### src/hw/rtl/pac_pkg.sv
// Package for the patch column address generator.
// Holds field widths, limits, register indexes and the structs passed between modules.
// No dependencies.
package pac_pkg;

  localparam int MAX_DIM   = 1024;
  localparam int MAX_BLOCK = 32;

  localparam int DIM_W    = 11;  // image size and stride registers
  localparam int BLK_W    = 6;   // block size registers
  localparam int POS_W    = 10;  // patch origin and the src_row, src_col and dst_row fields
  localparam int INNER_W  = 5;   // in-patch offsets
  localparam int PCOUNT_W = 20;  // patch index
  localparam int CIDX_W   = 3;   // configuration register index

  typedef enum logic [CIDX_W-1:0] {
    REG_IMAGE_ROWS = 3'd0,
    REG_IMAGE_COLS = 3'd1,
    REG_BLOCK_ROWS = 3'd2,
    REG_BLOCK_COLS = 3'd3,
    REG_ROW_STRIDE = 3'd4,
    REG_COL_STRIDE = 3'd5
  } cfg_idx_t;

  typedef struct packed {
    logic [DIM_W-1:0] image_rows;
    logic [DIM_W-1:0] image_cols;
    logic [BLK_W-1:0] block_rows;
    logic [BLK_W-1:0] block_cols;
    logic [DIM_W-1:0] row_stride;
    logic [DIM_W-1:0] col_stride;
  } cfg_t;

  typedef struct packed {
    logic [POS_W-1:0]    src_row;
    logic [POS_W-1:0]    src_col;
    logic [POS_W-1:0]    dst_row;
    logic [PCOUNT_W-1:0] dst_col;
    logic                patch_end;
    logic                last;
    logic                bad_config;
  } result_t;

endpackage

### src/hw/rtl/pac_cfg.sv
// Configuration register bank of the patch column address generator.
// Depends on pac_pkg for cfg_t and the register indexes.
module pac_cfg
  import pac_pkg::*;
(
  input  logic              clk,
  input  logic              rst_n,
  input  logic              cfg_we,
  input  logic [CIDX_W-1:0] cfg_idx,
  input  logic [DIM_W-1:0]  cfg_wdata,
  output cfg_t              cfg
);

  cfg_t cfg_r, cfg_nxt;

  always_comb begin
    cfg_nxt = cfg_r;
    if (cfg_we) begin
      case (cfg_idx)
        REG_IMAGE_ROWS: cfg_nxt.image_rows = cfg_wdata;
        REG_IMAGE_COLS: cfg_nxt.image_cols = cfg_wdata;
        REG_BLOCK_ROWS: cfg_nxt.block_rows = cfg_wdata[BLK_W-1:0];
        REG_BLOCK_COLS: cfg_nxt.block_cols = cfg_wdata[BLK_W-1:0];
        REG_ROW_STRIDE: cfg_nxt.row_stride = cfg_wdata;
        REG_COL_STRIDE: cfg_nxt.col_stride = cfg_wdata;
        default: ;
      endcase
    end
  end

  always_ff @(posedge clk) begin
    if (!rst_n) begin
      cfg_r.image_rows <= DIM_W'(MAX_DIM);
      cfg_r.image_cols <= DIM_W'(MAX_DIM);
      cfg_r.block_rows <= BLK_W'(3);
      cfg_r.block_cols <= BLK_W'(3);
      cfg_r.row_stride <= DIM_W'(1);
      cfg_r.col_stride <= DIM_W'(1);
    end else begin
      cfg_r <= cfg_nxt;
    end
  end

  assign cfg = cfg_r;

endmodule

### config.mk
export PLATFORM = sky130hd
export DESIGN_NAME = pac_cfg
export DESIGN_NICKNAME = d
export VERILOG_FILES = /design/src/hw/rtl/pac_pkg.sv /design/src/hw/rtl/pac_cfg.sv
export SDC_FILE = /design/constraint.sdc
export NUM_CORES = 1
export LEC_CHECK = 0
export BUFFER_PORTS_ARGS = -buffer_cell sky130_fd_sc_hd__buf_4
export CORE_AREA = 2 2 72 74
export CTS_CLUSTER_SIZE = 12
export DETAILED_ROUTE_END_ITERATION = 10
export DIE_AREA = 0 0 74 76
export GPL_TIMING_DRIVEN = 0
export PLACE_DENSITY = 0.73
export SLEW_MARGIN = 20
export SYNTH_ARGS = -nofsm -noshare
export SYNTH_HDL_FRONTEND = slang
export SYNTH_SLANG_ARGS = --single-unit
### constraint.sdc
create_clock -name clk -period 1.63 [get_ports clk]
set_clock_uncertainty 0.2 [all_clocks]
set_input_delay 0.163 -clock clk [delete_from_list [all_inputs] [get_ports clk]]
set_output_delay 0.163 -clock clk [all_outputs]
set_load 0.01 [all_outputs]
[Word-level counts from Yosys, hierarchy flattened]
Index checks and enable logic that the tools add are counted.
Cells by class
  equality and inequality tests: 5
  reductions and logical operators: 7
Operator list (count)
  $reduce_and A2 Y1: 6
  $eq A3 B2 Y1 const B: 2
  $eq A3 B3 Y1 const B: 2
  $eq A3 B1 Y1 const B: 1
  $logic_not A3 Y1: 1
Storage, ports and cells
  logic and storage cells: 18
  register bits: 56
  output and inout bits: 56

[Depth between registers and ports, before layout]
  word-level depth: 2
  depth in mapped cells: 4
  gate-level depth less buffers: 2

[Worst setup path before layout]
OpenSTA, ideal clock, no wires.
  path type: input to register
  start point: in cfg_idx[1]
  end point: reg cfg_r (netlist bit cfg[47])
  required time: 1307 ps
  buffers on the path: 1
  arrival: 1032 ps
  cell stages on the path: 3
  slack: 275 ps
  cell sequence: or4b_1 -> buf_4 -> mux2i_1
On the way
  word-level cells in the longest chain between the ends: 2
Ends and longest elaborated chain
  from (decl): RTL line pac_cfg.sv:9  | input logic [CIDX_W-1:0] cfg_idx,
  $logic_not A3 Y1: RTL line pac_cfg.sv:19  | case (cfg_idx)
  $reduce_and A2 Y1 (no line)
  to (signal assigned): RTL line pac_cfg.sv:40  | cfg_r <= cfg_nxt;
  to (decl): RTL line pac_cfg.sv:14  | cfg_t cfg_r, cfg_nxt;
No other way between the ends.
A chain may end at the register's enable or synchronous reset.

==> results.tsv <==
stage	metric	value	unit
timing	Final Cycle Share	81.3	%
setup_path	critical path peak fanout	10	
cells_and_area	# diodes	0	
global_routing	largest net degree at the start of global routing	19	
cells_and_area	Syn-to-layout area delta	38.4	%
clocking	H-tree levels	2	
cells_and_area	share of layout cells above drive strength 1	29.2	%
timing	Max-Slew Margin vs Limit	62.4	%
setup_path	most used cell, CP	clkbuf_1	
clocking	clock buffer depth	2	
placement	dpl cells	343	
placement	Placed Area	0.00272	sq mm
hold_path	hold path depth	3	
run_status	outcome	complete, no violations	
synthesis	top-area cell type share of the netlist area	53.4	%
global_routing	first-pass GRT wire length	8010	um
floorplanning	num ports	73	
routing	drt pass-1 iters	4	
synthesis	top_reg_cell synth	dfxtp_1	
clocking	clock sinks	56	
floorplanning	core box area	0.00491	sq mm
floorplanning	row cnt	26	
synthesis	Post-synth EDFFs	0	
synthesis	Seq/Total Area, Yosys	53.4	%
setup_path	register-to-register setup slack	0.79	ns
setup_path	kind of critical path	in2reg	
clocking	clock root cell	clkbuf_8	
global_routing	Overflow after GRT	0	
clocking	CTS tree	done	
synthesis	most frequent cell after synthesis	nand2_1	
timing	Final setup viols	0	
routing	starting DRC count in detailed routing	30	
global_routing	vias in the first global route	1714	
setup_path	startpoint types	primary input	
routing	Post-Route WL	4990	um
synthesis	ys async rst share	0	%
timing	Final Hold Fails	0	
hold_path	hold path endpoint	cfg[28]	
synthesis	Ys Warns	0	
flow_run	# Max-Cap Violations	0	
timing	Final Critical Period	1.32	ns
routing	via count	1690	
setup_path	reg2reg end	cfg[7]	
hold_path	beginning of the worst hold path	cfg_idx[0]	
clocking	CTS buffer count	5	
setup_path	worst path required time	1.67	ns
timing	worst slew pin tran	0.556	ns
synthesis	Synth Instances	202	
placement	GP Congestion	0.714	
synthesis	synthesized flop and latch total	56	
global_routing	initial antenna violation count	0	
cells_and_area	fin area	0.00291	sq mm
synthesis	Synth Cell Area	0.00210	sq mm
placement	PortBufs	71	
clocking	CTS clk-pin slew, worst paths	0.10	ns
synthesis	synth top area cells	dfxtp_1 (53%), mux2i_1 (27%), nand2_1 (11%)	
cells_and_area	fin nets	304	
clocking	# Post-CTS Setup Buffers	0	
clocking	Skew-Pair Late Insertion Delay	0.31	ns
clocking	Post-CTS Resized	0	
placement	HPWL Detailed	3520	um
pwr	Pleak	1.46	nW
routing	Via density	4.72	
cells_and_area	Largest register FFs	56	
floorplanning	die area	0.00562	sq mm
cells_and_area	final core utilization	59.2	%
synthesis	synth cell count leaders	nand2_1 (59), dfxtp_1 (56), mux2i_1 (56), nor2b_1 (11), clkbuf_1 (9)	
synthesis	syn_nets	219	
cells_and_area	Post-Layout Cell Count	358	
setup_path	worst-path cell chain	clkbuf_1, clkbuf_1, nand2_1, mux2i_1	
pwr	VDD IR max	508	uV
setup_path	CP delay by family, top	buffers and inverters	
setup_path	FF-to-FF path depth	2	
setup_path	Bufs and invs on worst path	2	
global_routing	Total GRT Usage	18.6	%
placement	pre-CTS setup slack	-0.00472	ns
setup_path	R2R Path Start	cfg[7]	
timing	Max Fclk	755	MHz
pwr	PwrDens	887	mW/mm^2
setup_path	crit path DAT	1.37	ns
synthesis	Avg Cell Area, Syn	10.4	sq um
synthesis	Synth area leader	dfxtp_1	
timing	Max Transition Viols Final	0	
synthesis	post-synthesis cell type count	12	
hold_path	worst hold path class	in2reg	
timing	Final TNS setup	0	ns
routing	DRC viols	0	
routing	Final ANT Viol Nets	0	
floorplanning	initial core utilization	42.8	%
routing	WL/cell	13.9	um
setup_path	Slowest cell on crit path	clkbuf_1	
floorplanning	Die Width	74	um
timing	post-route setup slack	0.305	ns
floorplanning	Die Span Y	76	um
timing	RSZ-0062 raised after global routing	no	
setup_path	CP Capture Type	flop	
setup_path	CP peak stage delay	0.47	ns
==> area by class of cell <==
class	instances	area [sq um]
buffer	13	56.3
clock buffer	5	68.8
clock inverter	3	46.3
fill	464	2010
multi-input combinational	133	923
sequential	56	1120
tap	70	87.6
timing repair buffer	78	603
==> layer usage <==
| metal | up-vias | GRT usage, % | wire (um) |
|---|---|---|---|
| met4 | 0 | 4.91 | 60 |
| met2 | 53 | 31.1 | 2420 |
| met3 | 6 | 4.89 | 346 |
| met5 | - | 0 | 0 |
| li1 | 839 | - | - |
| met1 | 792 | 23.3 | 2160 |
==> what timing repair did <==
action                     in CTS  in global routing
hold buffers                    7                  0
setup endpoints to repair       0                  0
hold endpoints to repair       25                  0
==> cell families after synthesis <==
| logic type | share of synthesized area, % |
|---|---|
| flops | 53.4 |
| simple gates | 17.3 |
| buf+inv | 2.68 |
| mux | 26.7 |
==> power breakdown <==
part / internal, mW / switching [mW]
clock: 0.463 / 0.464
sequential: 1.40 / 0.0161
combinational: 0.116 / 0.122
==> cells in the final DEF (no fill, tap or decap) <==
cell type,netlist,final
bufinv_16,0,1
buf_2,3,3
and4bb_2,1,1
clkbuf_1,9,9
nand4bb_1,2,2
or4b_1,1,1
mux2i_1,56,56
clkbuf_8,0,5
nand4b_1,2,2
clkinvlp_4,0,1
inv_6,0,1
nor2b_1,11,11
buf_4,1,72
dfxtp_1,56,56
dlygate4sd3_1,0,7
nor4bb_1,1,1
nand2_1,59,59
==> worst register-to-register path, delay by kind of cell (launching register included) <==
family	cells	cell delay, ns
AND/OR/NAND/NOR	1	0.06
multiplexers	1	0.16
flip-flops	1	0.36
==> worst max-delay path by stage <==
stage,from,end,slack (ns),depth (start not counted)
after floorplan,cfg_idx[1],cfg[47],0.27,3
after global placement,rst_n,cfg[39],0.02,4
after detailed placement,rst_n,cfg[33],-0.005,4
after CTS,rst_n,cfg[39],0.31,4
after global routing,rst_n,cfg[5],0.17,4
final,rst_n,cfg[39],0.31,4
==> metrics by stage <==
stage / hold WS [ns] / power [mW]
after floorplan: 0.124 / 1.56
after global placement: 0.243 / 1.67
after detailed placement: 0.249 / 1.67
after CTS: 0.00831 / 2.59
after global routing: 0.0122 / 2.68
final: 0.00442 / 2.58
(Power assumes the default switching activity.)
