==> config.mk <==
export PLATFORM = sky130hd
export DESIGN_NAME = pac_walk
export DESIGN_NICKNAME = d
export VERILOG_FILES = /design/src/hw/rtl/pac_pkg.sv /design/src/hw/rtl/pac_walk.sv
export SDC_FILE = /design/constraint.sdc
export NUM_CORES = 1
export LEC_CHECK = 0
export BUFFER_PORTS_ARGS = -buffer_cell sky130_fd_sc_hd__buf_4
export CAP_MARGIN = 0
export CORE_UTILIZATION = 35
export CTS_CLUSTER_SIZE = 30
export DETAILED_ROUTE_END_ITERATION = 10
export GPL_ROUTABILITY_DRIVEN = 0
export PLACE_DENSITY = 0.63
export SLEW_MARGIN = 0
export SYNTH_ARGS = -nofsm -noshare
export SYNTH_HDL_FRONTEND = slang
export SYNTH_SLANG_ARGS = --single-unit
==> constraint.sdc <==
create_clock -name clk -period 5.9 [get_ports clk]
set_input_delay 0.59 -clock clk [delete_from_list [all_inputs] [get_ports clk]]
set_output_delay 0.59 -clock clk [all_outputs]
set_load 0.1 [all_outputs]
==> src/hw/rtl/pac_pkg.sv <==
// Package for the patch column address generator.
// Holds field widths, limits, register indexes and the structs passed between modules.
// No dependencies.
package pac_pkg;

  localparam int MAX_DIM   = 1024;
  localparam int MAX_BLOCK = 32;

  localparam int DIM_W    = 11;  // image size and stride registers
  localparam int BLK_W    = 6;   // block size registers
  localparam int POS_W    = 10;  // patch origin and the src_row, src_col and dst_row fields
  localparam int INNER_W  = 5;   // in-patch offsets
  localparam int PCOUNT_W = 20;  // patch index
  localparam int CIDX_W   = 3;   // configuration register index

  typedef enum logic [CIDX_W-1:0] {
    REG_IMAGE_ROWS = 3'd0,
    REG_IMAGE_COLS = 3'd1,
    REG_BLOCK_ROWS = 3'd2,
    REG_BLOCK_COLS = 3'd3,
    REG_ROW_STRIDE = 3'd4,
    REG_COL_STRIDE = 3'd5
  } cfg_idx_t;

  typedef struct packed {
    logic [DIM_W-1:0] image_rows;
    logic [DIM_W-1:0] image_cols;
    logic [BLK_W-1:0] block_rows;
    logic [BLK_W-1:0] block_cols;
    logic [DIM_W-1:0] row_stride;
    logic [DIM_W-1:0] col_stride;
  } cfg_t;

  typedef struct packed {
    logic [POS_W-1:0]    src_row;
    logic [POS_W-1:0]    src_col;
    logic [POS_W-1:0]    dst_row;
    logic [PCOUNT_W-1:0] dst_col;
    logic                patch_end;
    logic                last;
    logic                bad_config;
  } result_t;

endpackage

==> src/hw/rtl/pac_walk.sv <==
// Walk state and address arithmetic of the patch column address generator.
// Produces the copy pair for the current element and steps the walk on each transfer.
// Depends on pac_pkg.
module pac_walk
  import pac_pkg::*;
(
  input  logic    clk,
  input  logic    rst_n,
  input  cfg_t    cfg,
  input  logic    step,
  input  logic    restart,
  output result_t res
);

  logic [POS_W-1:0]    top_r, top_nxt, left_r, left_nxt;
  logic [INNER_W-1:0]  irow_r, irow_nxt, icol_r, icol_nxt;
  logic [PCOUNT_W-1:0] pcnt_r, pcnt_nxt;

  // state as seen after an optional restart
  logic [POS_W-1:0]    top, left;
  logic [INNER_W-1:0]  irow, icol;
  logic [PCOUNT_W-1:0] pcnt;

  logic [DIM_W-1:0]   sr, sc;
  logic               bad, row_final, col_final, row_more, col_more, pend, fin;
  logic [BLK_W-1:0]   irow_inc, icol_inc;
  logic [DIM_W+1:0]   nt, nl, nt_end, nl_end;
  logic [DIM_W-1:0]   clamp_top, clamp_left;
  logic [DIM_W-1:0]   prod;
  logic [DIM_W:0]     dst_sum;
  logic [DIM_W-1:0]   srow_sum, scol_sum;

  always_comb begin
    top  = restart ? '0 : top_r;
    left = restart ? '0 : left_r;
    irow = restart ? '0 : irow_r;
    icol = restart ? '0 : icol_r;
    pcnt = restart ? '0 : pcnt_r;

    sr = (cfg.row_stride == '0) ? DIM_W'(1) : cfg.row_stride;
    sc = (cfg.col_stride == '0) ? DIM_W'(1) : cfg.col_stride;

    bad = (cfg.block_rows == '0) || (cfg.block_cols == '0) ||
          (cfg.block_rows > BLK_W'(MAX_BLOCK)) || (cfg.block_cols > BLK_W'(MAX_BLOCK)) ||
          (cfg.image_rows == '0) || (cfg.image_cols == '0) ||
          (cfg.image_rows > DIM_W'(MAX_DIM)) || (cfg.image_cols > DIM_W'(MAX_DIM)) ||
          (DIM_W'(cfg.block_rows) > cfg.image_rows) ||
          (DIM_W'(cfg.block_cols) > cfg.image_cols);

    row_final = (DIM_W'(top) + DIM_W'(cfg.block_rows)) >= cfg.image_rows;
    col_final = (DIM_W'(left) + DIM_W'(cfg.block_cols)) >= cfg.image_cols;
    irow_inc  = BLK_W'(irow) + BLK_W'(1);
    icol_inc  = BLK_W'(icol) + BLK_W'(1);
    row_more  = irow_inc < cfg.block_rows;
    col_more  = icol_inc < cfg.block_cols;
    pend      = !row_more && !col_more;
    fin       = pend && row_final && col_final;

    nt         = (DIM_W+2)'(top) + (DIM_W+2)'(sr);
    nl         = (DIM_W+2)'(left) + (DIM_W+2)'(sc);
    nt_end     = nt + (DIM_W+2)'(cfg.block_rows);
    nl_end     = nl + (DIM_W+2)'(cfg.block_cols);
    clamp_top  = cfg.image_rows - DIM_W'(cfg.block_rows);
    clamp_left = cfg.image_cols - DIM_W'(cfg.block_cols);

    prod     = DIM_W'(icol) * DIM_W'(cfg.block_rows);
    dst_sum  = (DIM_W+1)'(prod) + (DIM_W+1)'(irow);
    srow_sum = DIM_W'(top) + DIM_W'(irow);
    scol_sum = DIM_W'(left) + DIM_W'(icol);

    if (bad) begin
      res = '0;
      res.bad_config = 1'b1;
    end else begin
      res.src_row    = srow_sum[POS_W-1:0];
      res.src_col    = scol_sum[POS_W-1:0];
      res.dst_row    = dst_sum[POS_W-1:0];
      res.dst_col    = pcnt;
      res.patch_end  = pend;
      res.last       = fin;
      res.bad_config = 1'b0;
    end

    top_nxt  = top;
    left_nxt = left;
    irow_nxt = irow;
    icol_nxt = icol;
    pcnt_nxt = pcnt;
    if (!bad) begin
      if (!pend) begin
        if (row_more) begin
          irow_nxt = irow_inc[INNER_W-1:0];
        end else begin
          irow_nxt = '0;
          icol_nxt = icol_inc[INNER_W-1:0];
        end
      end else if (fin) begin
        top_nxt  = '0;
        left_nxt = '0;
        irow_nxt = '0;
        icol_nxt = '0;
        pcnt_nxt = '0;
      end else begin
        irow_nxt = '0;
        icol_nxt = '0;
        pcnt_nxt = pcnt + PCOUNT_W'(1);
        if (row_final) begin
          // bottom band done: next patch column, back to the top
          left_nxt = (nl_end >= (DIM_W+2)'(cfg.image_cols)) ? clamp_left[POS_W-1:0]
                                                             : nl[POS_W-1:0];
          top_nxt  = '0;
        end else begin
          top_nxt  = (nt_end >= (DIM_W+2)'(cfg.image_rows)) ? clamp_top[POS_W-1:0]
                                                             : nt[POS_W-1:0];
        end
      end
    end
  end

  always_ff @(posedge clk) begin
    if (!rst_n) begin
      top_r  <= '0;
      left_r <= '0;
      irow_r <= '0;
      icol_r <= '0;
      pcnt_r <= '0;
    end else if (step) begin
      top_r  <= top_nxt;
      left_r <= left_nxt;
      irow_r <= irow_nxt;
      icol_r <= icol_nxt;
      pcnt_r <= pcnt_nxt;
    end
  end

endmodule

==> After elaboration in Yosys (flattened, before gate mapping) <==
Index checks and enable logic that the tools add are counted.
{ "word_totals": {"regBits": 50, "latchBits": 0, "mem_bits_rw": 0, "rom_bits": 0, "output_inout_bits": 53, "elab_cells": 79, "n_memories": 0} }
{ "classes": {"add_sub_neg": 14, "mul": 1, "div": 0, "order_cmp": 12, "n_eq_ne": 0, "shift": 0, "mux": 27, "bitwise_logic": 0, "reduce_logical": 20} }
{ "op_table": {"columns": ["op", "n"], "rows": [
  ["$mux 10", 12],
  ["$mux 20", 4],
  ["$mux 53", 1],
  ["$logic_not 11->1", 4],
  ["$mux 5", 8],
  ["$add 10x5->10", 3],
  ["$add 12x6->13", 2],
  ["$ge 13x11->1", 2],
  ["$add 10x11->12", 2],
  ["$add 10x6->11", 2],
  ["$ge 11x11->1", 2],
  ["$gt 11x11->1 const B", 2],
  ["$gt 6x11->1", 2],
  ["$mux 11", 2],
  ["$add 20x1->20 const B", 1],
  ["$sub 10x6->10", 2],
  ["$add 5x1->6 const B", 2],
  ["$gt 6x6->1 const B", 2],
  ["$logic_not 6->1", 2],
  ["$lt 6x6->1", 2],
  ["$mul 5x6->10", 1],
  ["$logic_or 1x1->1", 9],
  ["$logic_and 1x1->1", 3],
  ["$logic_not 1->1", 2]
]} }

==> Longest topological paths before layout <==
{ "logic_depth": {"ltp_word": 11, "depth_mapped": 26, "mapped_depth_nobuf": 22} }

==> Least setup slack after synthesis <==
OpenSTA, ideal clock, no wires.
{ "synth_timing": {"path_type": "input -> output", "start": "input restart", "end": "output res[27] in the netlist's numbering", "arrival_ns": 5.786, "slack_ns": -0.476, "stages": 14, "path_buffers": 3, "cell_sequence": "buf_2 inv_1 clkbuf_1 buf_1 nand2_1 inv_1 nand2_1 fa_1 fa_1 fa_1 inv_1 ha_1 nor2b_1 nor3_1"} }
{ "synth_rtl": {"columns": ["item", "line_no", "rtl"], "rows": [
  ["start: declaration", "pac_walk.sv:11", "input logic restart,"],
  ["end: declaration", "pac_walk.sv:12", "output result_t res"]
]} }

==> flow_summary.toml <==
[floorplanning]
coreArea_um2 = 25500
die_area_um2 = 26900
start_util_pct = 36.1
num_io_pins = 113
rows = 58
die_x_um = 164
die_h_um = 164

[min_path]
min_from = "top_r[0]$_SDFFE_PN0P_"
hold_class = "flop to flop"

[critical_path]
slowest_delay_ns = 0.55
crit_family = "adder cells"
cp_data_arrival_time_ns = 4.83
worst-path-buf-inv = 5
cp-end-kind = "output port"
cp_max_fo = 24
slowest_stage = "fa_1"
timing.critical_path.from = "restart"
cp-start-kind = "input pin"
cp.required_ns = 5.31
worstPathCellList = "buf_4 -> inv_1 -> nand2_1 -> inv_1 -> nand2_1 -> fa_1 -> fa_1 -> fa_1 -> inv_1 -> ha_1 -> a21oi_1 -> o21bai_1 -> a21oi_1 -> o21bai_1 -> a21oi_1 -> xnor2_1 -> nor2_2 -> buf_4"
r2r_start = "left_r[0]$_SDFFE_PN0P_"
worstSetupPathType = "input pin to output port"

[clocking]
tritoncts = "yes"
cts.sinks = 50
numCtsBuffers = 5
path_clk_slew_ns = 0.07
cts-root-buf = "clkbuf_16"
htree_levels = 2
cts_buffer_depth = 2
postCtsSetupBuffers = 0
clock_latency_ns = 0.30

[sta]
setup_tns_ns = 0
max_freq_ghz = 0.184
finalCritPeriodShare_pct = 91.9
finalMaxSlewViolations = 0
max-slew-margin-rel_pct = 18.2
worst_pin_slew_ns = 1.22
worst_slack_ns = 0.478
timing.hold.ws_ns = 0.456
finalHoldViolations = 0
clock-skew-final_ns = 0.00905
finalSetupViolations = 0
period_needed_ns = 5.42

[synth]
synth_seq_cells = 50
synth.distinct_cells = 84
synth_cells = 1217
yosysMostFrequentCell = "ha_1"
synth_area_leaders = "ha_1 21%, dfxtp_1 11%, fa_1 5.7%"
synth_edf_count = 0
yosysTopAreaCell = "ha_1"
syn-num-nets = 1457
ys_dominant_reg_cell = "dfxtp_1"
yosysSeqAreaShare_pct = 10.9
synth.avg_cell_area_um2 = 7.55
yosysWarnings = 0
synth_top_cells_by_count = "154 x ha_1, 110 x inv_1, 97 x nand2_1"
synth_top_area_share_pct = 21.0
synthArstFlopShare_pct = 0
syn_area_um2 = 9180

[power_and_ir_drop]
max-vdd-ir-drop_uv = 97.5
leakagePower_nw = 5.03
p_per_area_nw_per_um2 = 103
power_mw = 1.08

[outcome]
outcome = "completed"

[grt]
grt_util_met3_pct = 1.94
gr-usage-met2_pct = 37.6
grt_usage_pct = 20.9
grt_max_degree = 25
use_met1_pct = 26.5
antenna_found_initial = 0
grt_pass1_vias = 9006
top_usage_layer = "met2"
grt_pass1_wl_mm = 44.6
overflow = 0

[drt]
viasPerCell = 5.59
drc = 0
wl_per_cell_um = 17.0
drtIter0Drc = 513
postRouteAntennaNets = 0
wl_mm = 27.8
vias = 9127
dr.pass1.iters = 5

[final_layout]
multi_input_area_um2 = 7560
seqCellArea_um2 = 1000
layout-drive-gt1-share_pct = 12.7
synthToLayoutAreaGrowth_pct = 14.7
layout.nets = 1541
post-route-util_pct = 41.4
n_fill_cell = 2646
stdcell_count = 1632
fin_area_um2 = 10500
n_antenna_cell = 0

[placed_design]
place_worst_setup_slack_ns = 0.0787
dp.cells = 1624
dpl-instance-area_um2 = 10400
numPortBuffers = 112
dpl.hpwl_mm = 22.9

[job]
max_cap_viol_count = 0
## area by class of cell
cell class	count	share of cell area, %
inverter	113	4.03
sequential	50	9.50
clock inverter	2	0.356
tap	330	3.92
multi-input combinational	1002	71.8
clock buffer	6	1.22
timing repair buffer	129	9.19
## flip-flops by register name, summed over array words and instances, names as in the netlist
name	flops
irow_r	5
icol_r	5
pcnt_r	20
left_r	10
top_r	10
## report_power, final
part	switching [mW]	total, mW	internal (mW)
registers	0.000189	0.337	0.337
clock network	0.143	0.344	0.201
logic	0.240	0.402	0.162
total	0.383	1.08	0.700
## worst register-to-register path, cell delays in order (launching register included)
cell	delay, ns
dfxtp_1	0.32
nor2b_1	0.22
ha_1	0.29
fa_1	0.44
a211o_1	0.36
a21oi_1	0.29
ha_1	0.34
o21a_1	0.18
o31a_1	0.11
o21ai_0	0.43
nor2_1	0.08
nand2_1	0.10
xnor2_1	0.11
ha_1	0.24
nand2_1	0.08
o21ai_0	0.09
a211oi_1	0.22
o311ai_1	0.34
or2_1	0.48
mux2i_1	0.16
o31ai_1	0.21
## timing repair
action,4_1_cts,5_1_grt
gates resized for setup,0,2
hold endpoints to repair,0,0
hold buffers,0,0
endpoints found under the setup margin,0,9
## path summary, 6_finish.rpt
check	to	slack [ns]	cells past startpoint
hold / removal	top_r[0]$_SDFFE_PN0P_	0.46	2
hold reg to reg	top_r[0]$_SDFFE_PN0P_	0.46	2
setup reg to reg	left_r[3]$_SDFFE_PN0P_	0.72	20
setup / recovery	res[32]	0.48	18
## layout by cell type (no fill, tap or decap), types with 5 or more instances in the layout
master | netlist | final
ha_1 | 154 | 154
buf_4 | 1 | 129
inv_1 | 110 | 110
nand2_1 | 97 | 97
nor2_1 | 83 | 79
o21ai_0 | 65 | 64
a21oi_1 | 61 | 61
xnor2_1 | 51 | 51
dfxtp_1 | 50 | 50
nor2b_1 | 46 | 45
nand3_1 | 41 | 41
and2_1 | 35 | 35
a21o_1 | 32 | 32
xor2_1 | 31 | 31
nor3_1 | 29 | 28
fa_1 | 26 | 26
a211oi_1 | 19 | 19
nand4_1 | 17 | 17
o21a_1 | 16 | 15
nand2b_1 | 13 | 13
o21bai_1 | 11 | 11
nor4_1 | 11 | 11
mux2i_1 | 10 | 10
and3_1 | 9 | 9
or3_1 | 8 | 8
a31oi_1 | 8 | 8
o211ai_1 | 7 | 7
a2111oi_0 | 7 | 7
a22o_1 | 7 | 7
a21boi_0 | 6 | 6
o22ai_1 | 6 | 6
or2_2 | 6 | 6
a31o_2 | 5 | 5
nor2_2 | 1 | 5
a32oi_1 | 5 | 5
o31ai_1 | 5 | 5
clkbuf_16 | 0 | 5
## kinds of logic (layout without fill, tap and decap cells)
logic type / Yosys count / after routing / synth area share, %
AOI/OAI and AO/OA: 303 / 303 / 22.3
buffers and inverters: 165 / 250 / 6.96
and+or+nand+nor: 426 / 426 / 24.2
muxes: 11 / 11 / 1.21
adders and majority gates: 180 / 180 / 26.6
DFF: 50 / 50 / 10.9
xor gates and xnor gates: 82 / 82 / 7.82
## per-layer routing
layer | routed length (um) | vias to the layer above | share of wire, %
met1 | 12400 | 4344 | 45
met4 | 440 | 0 | 1.6
met3 | 1330 | 33 | 4.8
met2 | 13600 | 260 | 49
li1 | - | 4490 | -
met5 | 0 | - | 0
No activity file was read; power rests on OpenSTA's default activity.
