[config.mk]
export PLATFORM = sky130hd
export DESIGN_NAME = pac_out_reg
export DESIGN_NICKNAME = d
export VERILOG_FILES = /design/src/hw/rtl/pac_pkg.sv /design/src/hw/rtl/pac_out_reg.sv
export SDC_FILE = /design/constraint.sdc
export NUM_CORES = 1
export LEC_CHECK = 0
export ABC_AREA = 0
export BUFFER_PORTS_ARGS = -buffer_cell sky130_fd_sc_hd__buf_2
export CORE_ASPECT_RATIO = 1.2
export CORE_MARGIN = 2
export CORE_UTILIZATION = 43
export DETAILED_ROUTE_END_ITERATION = 7
export HOLD_SLACK_MARGIN = 0.06
export PLACE_DENSITY = 0.83
export SLEW_MARGIN = 0
export SYNTH_ARGS = -nofsm -noshare
export SYNTH_HDL_FRONTEND = slang
export SYNTH_SLANG_ARGS = --single-unit
[constraint.sdc]
create_clock -name clk -period 1.35 [get_ports clk]
set_input_delay 0.27 -clock clk [delete_from_list [all_inputs] [get_ports clk]]
set_output_delay 0.27 -clock clk [all_outputs]
set_load 0.005 [all_outputs]
[src/hw/rtl/pac_pkg.sv]
// Package for the patch column address generator.
// Holds field widths, limits, register indexes and the structs passed between modules.
// No dependencies.
package pac_pkg;

  localparam int MAX_DIM   = 1024;
  localparam int MAX_BLOCK = 32;

  localparam int DIM_W    = 11;  // image size and stride registers
  localparam int BLK_W    = 6;   // block size registers
  localparam int POS_W    = 10;  // patch origin and the src_row, src_col and dst_row fields
  localparam int INNER_W  = 5;   // in-patch offsets
  localparam int PCOUNT_W = 20;  // patch index
  localparam int CIDX_W   = 3;   // configuration register index

  typedef enum logic [CIDX_W-1:0] {
    REG_IMAGE_ROWS = 3'd0,
    REG_IMAGE_COLS = 3'd1,
    REG_BLOCK_ROWS = 3'd2,
    REG_BLOCK_COLS = 3'd3,
    REG_ROW_STRIDE = 3'd4,
    REG_COL_STRIDE = 3'd5
  } cfg_idx_t;

  typedef struct packed {
    logic [DIM_W-1:0] image_rows;
    logic [DIM_W-1:0] image_cols;
    logic [BLK_W-1:0] block_rows;
    logic [BLK_W-1:0] block_cols;
    logic [DIM_W-1:0] row_stride;
    logic [DIM_W-1:0] col_stride;
  } cfg_t;

  typedef struct packed {
    logic [POS_W-1:0]    src_row;
    logic [POS_W-1:0]    src_col;
    logic [POS_W-1:0]    dst_row;
    logic [PCOUNT_W-1:0] dst_col;
    logic                patch_end;
    logic                last;
    logic                bad_config;
  } result_t;

endpackage

[src/hw/rtl/pac_out_reg.sv]
// Result register of the patch column address generator.
// Holds one copy pair until the receiver takes it; reloads in the same cycle it drains.
// Depends on pac_pkg for result_t.
module pac_out_reg
  import pac_pkg::*;
(
  input  logic    clk,
  input  logic    rst_n,
  input  logic    load,
  input  result_t load_data,
  input  logic    out_ready,
  output logic    out_valid,
  output result_t out_data,
  output logic    can_load
);

  logic    valid_r, valid_nxt;
  result_t data_r;

  assign can_load  = !valid_r || out_ready;
  assign valid_nxt = load || (valid_r && !out_ready);

  always_ff @(posedge clk) begin
    if (!rst_n) begin
      valid_r <= 1'b0;
    end else begin
      valid_r <= valid_nxt;
    end
  end

  always_ff @(posedge clk) begin
    if (load) begin
      data_r <= load_data;
    end
  end

  assign out_valid = valid_r;
  assign out_data  = data_r;

endmodule

Yosys cells after proc, flatten, opt, wreduce, memory -nomap -nowiden. Cells that the tools add are included.

Bits in latches: 0. Input port bits: 57. Bits in read-only memories: 0. RAM bits: 0. Memories kept: 0. Register bits: 54. Logic and storage cells: 13.

$mul: 0. Multiplexer cells: 0. $add $sub $neg: 0. Bitwise logic cells: 0. Reduce and logical (&&, ||, !) cells: 5. $lt $le $gt $ge: 0. Shift-type cells: 0. Div/mod/pow operators: 0. Eq/ne operators: 0.

Operator list (number): logical NOT 1 bit (2); logical OR 1 bit (2); logical AND 1 bit (1).

Logic depth before layout (Yosys ltp). Gate-level depths: netlist (run 1).

Depth in word-level cells: 3. Mapped depth: 2. Mapped depth without buffers: 2.

Worst setup path before layout (run 1). Ideal clock, no wire load.

Path type: reg-to-output. Start: register valid_r, in the netlist out_valid. End: output can_load. Stages on the path, launching flop included: 2. Arrival time: 0.429 ns. Buffers on the path: 0. Setup slack: 0.651 ns. Path through: dfxtp_1 -> nand2b_4.

Longest elaborated chain between the ends: 2.

RTL lines: start: declaration (line pac_out_reg.sv:17) `logic valid_r, valid_nxt;`; start signal: assignment (line pac_out_reg.sv:27) `valid_r <= valid_nxt;`; logical NOT 1 bit (line pac_out_reg.sv:20) `assign can_load = !valid_r || out_ready;`; logical OR 1 bit (line pac_out_reg.sv:20); end: declaration (line pac_out_reg.sv:14) `output logic can_load`.

Every way passes these cells.

Worst setup path in the final report (run 1). Same ends and word-level chain as after synthesis.

==> metrics.md, run 1 <==
| Metric | Value |
|---|---|
| DRC Markers | `0` |
| Initial antenna violation count | `0` |
| CTS tree | `built` |
| Avg Inst Size Synth | `28.8 µm²` |
| Max FO, Critical Path | `2` |
| Synth Register Bits | `54` |
| Layout area overhead | `44.2%` |
| TritonCTS Buffers | `5` |
| Largest net degree at the start of global routing | `55` |
| Critical path type | `flop to output port` |
| GRT Util Overall | `0.146` |
| CTS root buf | `clkbuf_8` |
| Sink Count | `54` |
| VDD IR max | `0.861 mV` |
| Fin crit share | `0.835` |
| Die Y | `71.7 µm` |
| Rel. slew slack | `0.822` |
| Fin crit period | `1130 ps` |
| Core footprint | `3630 µm²` |
| Fraction of layout cells with a size suffix above 1 | `0.678` |
| Nature of the critical path endpoint | `output port` |
| Worst-Margin Slew | `268 ps` |
| CP required | `1080 ps` |
| Max frequency | `0.887 GHz` |
| Synth warnings | `0` |
| PortBufs | `111` |
| Die area | `4330 µm²` |
| Power Dens Cells | `1310 nW/µm²` |
| PnR worst setup slack | `223 ps` |
| Post-Place Setup Slack | `367 ps` |
| Number of setup violations in the final report | `0` |
| Num rows | `24` |
| Library cells used by synthesis | `5` |
| Worst path arrival time | `860 ps` |
| Mapped Area | `1640 µm²` |
| Final Core Density | `0.651` |
| Routed vias | `992` |
| Sequential-to-total area share from yosys stat | `0.982` |
| Final HPWL DP | `2450 µm` |
| 1st-pass router iterations | `3` |
| Global-route wire length before repair | `4520 µm` |
| Routed WL | `3190 µm` |
| Cells after Synth | `57` |
| Status | `finished clean` |
| Synth top area share | `0.970` |
| Net count, final | `233` |
| Synth area leaders | `edfxtp_1 (97%), dfxtp_1 (1.2%), nand2b_4 (0.84%), a21boi_2 (0.69%), inv_1 (0.23%)` |
| Postcts setup bufs | `0` |
| Commonest non-fill, non-tap cells in the layout | `buf_2 (111), edfxtp_1 (53), clkbuf_8 (5)` |
| Post-CTS Hold Buffers | `0` |
| Hold slack | `147 ps` |
| Vias in the first global route | `999` |
| Initial Utilization | `0.451` |
| Number of fill cells in the layout | `261` |
| Setup Skew | `0 ps` |
| Vias per Instance | `4.33` |
| Die width | `60.4 µm` |
| Worst-path clk slew | `90 ps` |
| Hold Vio Cnt, Final | `0` |
| Register area | `1610 µm²` |
| Initial DRC Count | `25` |
| Max clock buf depth | `2` |
| Leak | `1.03 nW` |
| Cell taking the most area after synthesis | `edfxtp_1` |
| Number of diodes | `0` |
| Antenna Nets Post-Route | `0` |
| Most common cell after layout, fill and taps aside | `buf_2` |
| Max H-tree Level | `2` |
| Hold Crit Class | `primary input to flop` |
| RSZ-0062 raised after global routing | `no` |
| Area of the multi-input gates | `25.0 µm²` |
| Fin. max-slew vios | `0` |
| Final Power | `3.10 mW` |
| Total gr overflow | `0` |
| CP Launch Type | `flop` |
| Setup_tns | `0 ps` |
| Clk Latency, worst-skew pair | `290 ps` |
| Net Count, Synth | `114` |
| WL per Instance | `13.9 µm` |
| Post-CTS sizing | `0` |
| Num ports | `112` |
| GP Congestion | `0.654` |
| Maxcap violations | `0` |
area by class of cell:
class,instances,share of cell area
Timing Repair Buffer,112,0.243
Inverter,1,0.00159
Sequential cell,54,0.681
Clock buffer,5,0.0291
Tap cell,52,0.0275
Clock inverter,3,0.00687
Multi-Input combinational cell,2,0.0106
cells by family (layout without fill, tap and decap cells):
kind of cell           count (synthesis)  count (layout)  share of synthesized area
buffers and inverters                  1             121                    0.00229
and+or+nand+nor                        1               1                    0.00839
AOI/OAI and AO/OA                      1               1                    0.00686
DFF                                   54              54                      0.982
where the power goes:
part | internal, mW | leakage, nW | switching, mW | total, mW
Clock | 0.356 | 0.0432 | 0.460 | 0.816
Sequential | 1.98 | 0.527 | 0.0296 | 2.01
Combinational | 0.147 | 0.462 | 0.120 | 0.267
cell usage after synthesis:
master / number
edfxtp_1: 53
a21boi_2: 1
dfxtp_1: 1
inv_1: 1
nand2b_4: 1
metrics by stage:
stage          instances  area (µm²)
2_1_floorplan         57        1640
3_3_place_gp         221        2280
3_5_place_dp         221        2280
4_1_cts              229        2370
5_1_grt              229        2370
6_report             229        2370
flip-flops by register name, summed over array words and instances, names as in the netlist:
| name | cells |
|---|---|
| out_data | 53 |
| out_valid | 1 |
critical path, cell delays in order (launching register included):
cell,delay (ps)
dfxtp_1,380
nand2b_4,70
buf_2,120
routing by layer:
layer / GRT usage / share of wire / vias up
met5: 0 / 0 / -
met4: 0.0765 / 0.030 / 0
met3: 0.0632 / 0.11 / 9
met2: 0.256 / 0.54 / 73
met1: 0.139 / 0.32 / 449
li1: - / - / 461
final timing paths:
| kind | from | end | slack (ps) | cells past startpoint |
|---|---|---|---|---|
| hold / removal | load_data[33] | out_data[33] | 150 | 1 |
| setup reg to reg | out_valid | out_valid | 720 | 2 |
| hold reg to reg | out_valid | out_valid | 500 | 2 |
| setup / recovery | out_valid | can_load | 220 | 2 |
Note: power is estimated with default switching activity, not from simulation.
==> inputs of run 2 (changes only) <==
--- a/config.mk
+++ b/config.mk
@@ -5,14 +5,14 @@
 export SDC_FILE = /design/constraint.sdc
 export NUM_CORES = 1
 export LEC_CHECK = 0
-export ABC_AREA = 0
+export ABC_AREA = 1
 export BUFFER_PORTS_ARGS = -buffer_cell sky130_fd_sc_hd__buf_2
 export CORE_ASPECT_RATIO = 1.2
 export CORE_MARGIN = 2
-export CORE_UTILIZATION = 43
+export CORE_UTILIZATION = 40
 export DETAILED_ROUTE_END_ITERATION = 7
 export HOLD_SLACK_MARGIN = 0.06
-export PLACE_DENSITY = 0.83
+export PLACE_DENSITY = 0.78
 export SLEW_MARGIN = 0
 export SYNTH_ARGS = -nofsm -noshare
 export SYNTH_HDL_FRONTEND = slang
==> constraint.sdc (replaced) <==
create_clock -name clk -period 1.2 [get_ports clk]
set_input_delay 0.24 -clock clk [delete_from_list [all_inputs] [get_ports clk]]
set_output_delay 0.24 -clock clk [all_outputs]
set_load 0.005 [all_outputs]
==> run 2 against run 1 <==
- critical path depth unchanged
- die area grew 6.9%
- sequential power increased by 12%
- wire length is 3.3% higher
- clock skew is the same
- sequential share of layout area down 1.3 points
- via count shrank 1.2%
- design area grew 1.9%
- worst setup slack worse by 110 ps
- core utilization decreased by 3.9 points
==> metrics.md, run 2 <==
| Metric | Value |
|---|---|
| Status | `finished clean` |
| Number of setup violations in the final report | `0` |
| Fraction of layout cells with a size suffix above 1 | `0.678` |
| Vias per Instance | `4.19` |
| Synth Register Bits | `54` |
| Worst path arrival time | `850 ps` |
| Maxcap violations | `0` |
| Worst-Margin Slew | `161 ps` |
| Die width | `62.4 µm` |
| Critical path's largest stage delay | `360 ps` |
| Synth warnings | `0` |
| RSZ-0062 raised after global routing | `no` |
| Core footprint | `3940 µm²` |
| TritonCTS Buffers | `5` |
| VDD IR max | `1.10 mV` |
| CP required | `960 ps` |
| Initial antenna violation count | `0` |
| Commonest non-fill, non-tap cells in the layout | `buf_2 (111), edfxtp_1 (53), clkbuf_8 (5)` |
| PortBufs | `111` |
| Die area | `4620 µm²` |
| Post-CTS sizing | `0` |
| Layout area overhead | `47.2%` |
| Num rows | `25` |
| Post-CTS Hold Buffers | `0` |
| Cells after Synth | `59` |
| Most frequent cell after synthesis | `edfxtp_1` |
| Antenna Nets Post-Route | `0` |
| CTS root buf | `clkbuf_8` |
| Max H-tree Level | `2` |
| CP max-delay cell | `dfxtp_1` |
| Power Dens Cells | `1550 nW/µm²` |
| WL per Instance | `14.1 µm` |
| Cell taking the most area after synthesis | `edfxtp_1` |
| Area of the multi-input gates | `15.0 µm²` |
| Worst-path clk slew | `90 ps` |
| GRT Util Overall | `0.137` |
| Initial DRC Count | `24` |
| Post-synth top flop | `edfxtp_1` |
| R2r startpoint | `out_valid` |
| Leak | `1.05 nW` |
| Die Y | `74.1 µm` |
| Mapped Area | `1640 µm²` |
| Number of flops mapped to enable cells by yosys | `53` |
| Vias in the first global route | `942` |
| Num ports | `112` |
| Register area | `1610 µm²` |
| Library cells used by synthesis | `5` |
| Hold slack | `110 ps` |
| Net Count, Synth | `116` |
| CP Launch Type | `flop` |
| Most common cell after layout, fill and taps aside | `buf_2` |
| Max clock buf depth | `2` |
| Synth cell count leaders | `edfxtp_1 (53), inv_1 (3), a21oi_2 (1), dfxtp_1 (1), nand2_2 (1)` |
| Fin crit period | `1090 ps` |
| Sink Count | `54` |
| Critical path type | `flop to output port` |
| Setup_tns | `0 ps` |
| Hold Crit Class | `primary input to flop` |
| Max FO, Critical Path | `2` |
| Nature of the critical path endpoint | `output port` |
| Net count, final | `236` |
| 1st-pass router iterations | `4` |
| DRC Markers | `0` |
| R2r setup slk | `610 ps` |
| Clk Latency, worst-skew pair | `290 ps` |
| Final Power | `3.74 mW` |
| Max frequency | `0.918 GHz` |
| Synth top area share | `0.972` |
| Hold path start | `load_data[36]` |
| Async set-reset flop share out of synthesis | `0` |
| Final HPWL DP | `2590 µm` |
| Total gr overflow | `0` |
| GP Congestion | `0.638` |
| Number of fill cells in the layout | `340` |
| Fin crit share | `0.908` |
| Worst hold path endpoint | `out_data[36]` |
| Final Core Density | `0.612` |
| Global-route wire length before repair | `4550 µm` |
| Postcts setup bufs | `0` |
| Initial Utilization | `0.416` |
| Hold Vio Cnt, Final | `0` |
| Cell Chain, Critical Path | `nand2_2, buf_2` |
| Number of diodes | `0` |
| Fin. max-slew vios | `0` |
| Sequential-to-total area share from yosys stat | `0.984` |
| Synth area leaders | `edfxtp_1 (97%), dfxtp_1 (1.2%), inv_1 (0.69%), a21oi_2 (0.53%), nand2_2 (0.38%)` |
| Routed vias | `980` |
| Max FFs per register | `53` |
| Avg Inst Size Synth | `27.8 µm²` |
| FF-to-FF End | `out_valid` |
| Routed WL | `3290 µm` |
| WHS Path Cells | `1` |
| Setup Skew | `0 ps` |
| Largest net degree at the start of global routing | `32` |
| R2R depth | `2` |
| Rel. slew slack | `0.893` |
| CTS tree | `built` |
## run 2: changes by cell type after synthesis
cell / delta
a21boi_2: -1
inv_1: +2
nand2b_4: -1
nand2_2: +1
a21oi_2: +1
## run 2: routing by layer
metal,up-vias,share of wire,track usage
li1,468,-,-
met1,466,0.33,0.140
met2,42,0.60,0.256
met3,4,0.059,0.0454
met4,0,0.017,0.0667
met5,-,0,0
## run 2: stage by stage
stage / worst slack (ps) / instances / cell area (µm²)
after floorplan: 554 / 59 / 1640
after global placement: 313 / 226 / 2300
after detailed placement: 296 / 226 / 2300
after CTS: 88.3 / 234 / 2410
after global routing: 66.2 / 234 / 2410
final: 111 / 234 / 2410
## run 2: cells by family (layout without fill, tap and decap cells)
family                 Yosys count  count (layout)  share of synthesized area
buffers and inverters            3             124                    0.00687
flip-flops                      54              54                      0.984
AO/OA/AOI/OAI                    1               1                    0.00535
AND/OR/NAND/NOR                  1               1                    0.00382
## run 2: worst max-delay path, delay by kind of cell (launching register included)
| kind | cells | cell delay (ps) |
|---|---|---|
| buffers and inverters | 1 | 120 |
| DFF | 1 | 360 |
| and+or+nand+nor | 1 | 70 |
## run 2: worst max-delay path by stage
| stage | endpoint | startpoint |
|---|---|---|
| final | can_load | out_valid |
| after global routing | can_load | out_valid |
| after CTS | can_load | out_valid |
| after detailed placement | out_data[43] | load |
| after global placement | out_data[0] | load |
| after floorplan | can_load | out_valid |
## run 2: cell type report
cell class / instances / area share
flip-flops and latches: 54 / 0.668
repair buffers: 113 / 0.247
clock buffers: 6 / 0.0301
well taps: 54 / 0.0280
clock inverters: 2 / 0.0156
multi-input cells: 2 / 0.00623
inverters: 3 / 0.00467
## run 2: power breakdown
| part | switching, mW | internal (mW) | total (mW) |
|---|---|---|---|
| logic | 0.139 | 0.169 | 0.308 |
| registers | 0.0334 | 2.23 | 2.26 |
| clock network | 0.541 | 0.622 | 1.16 |
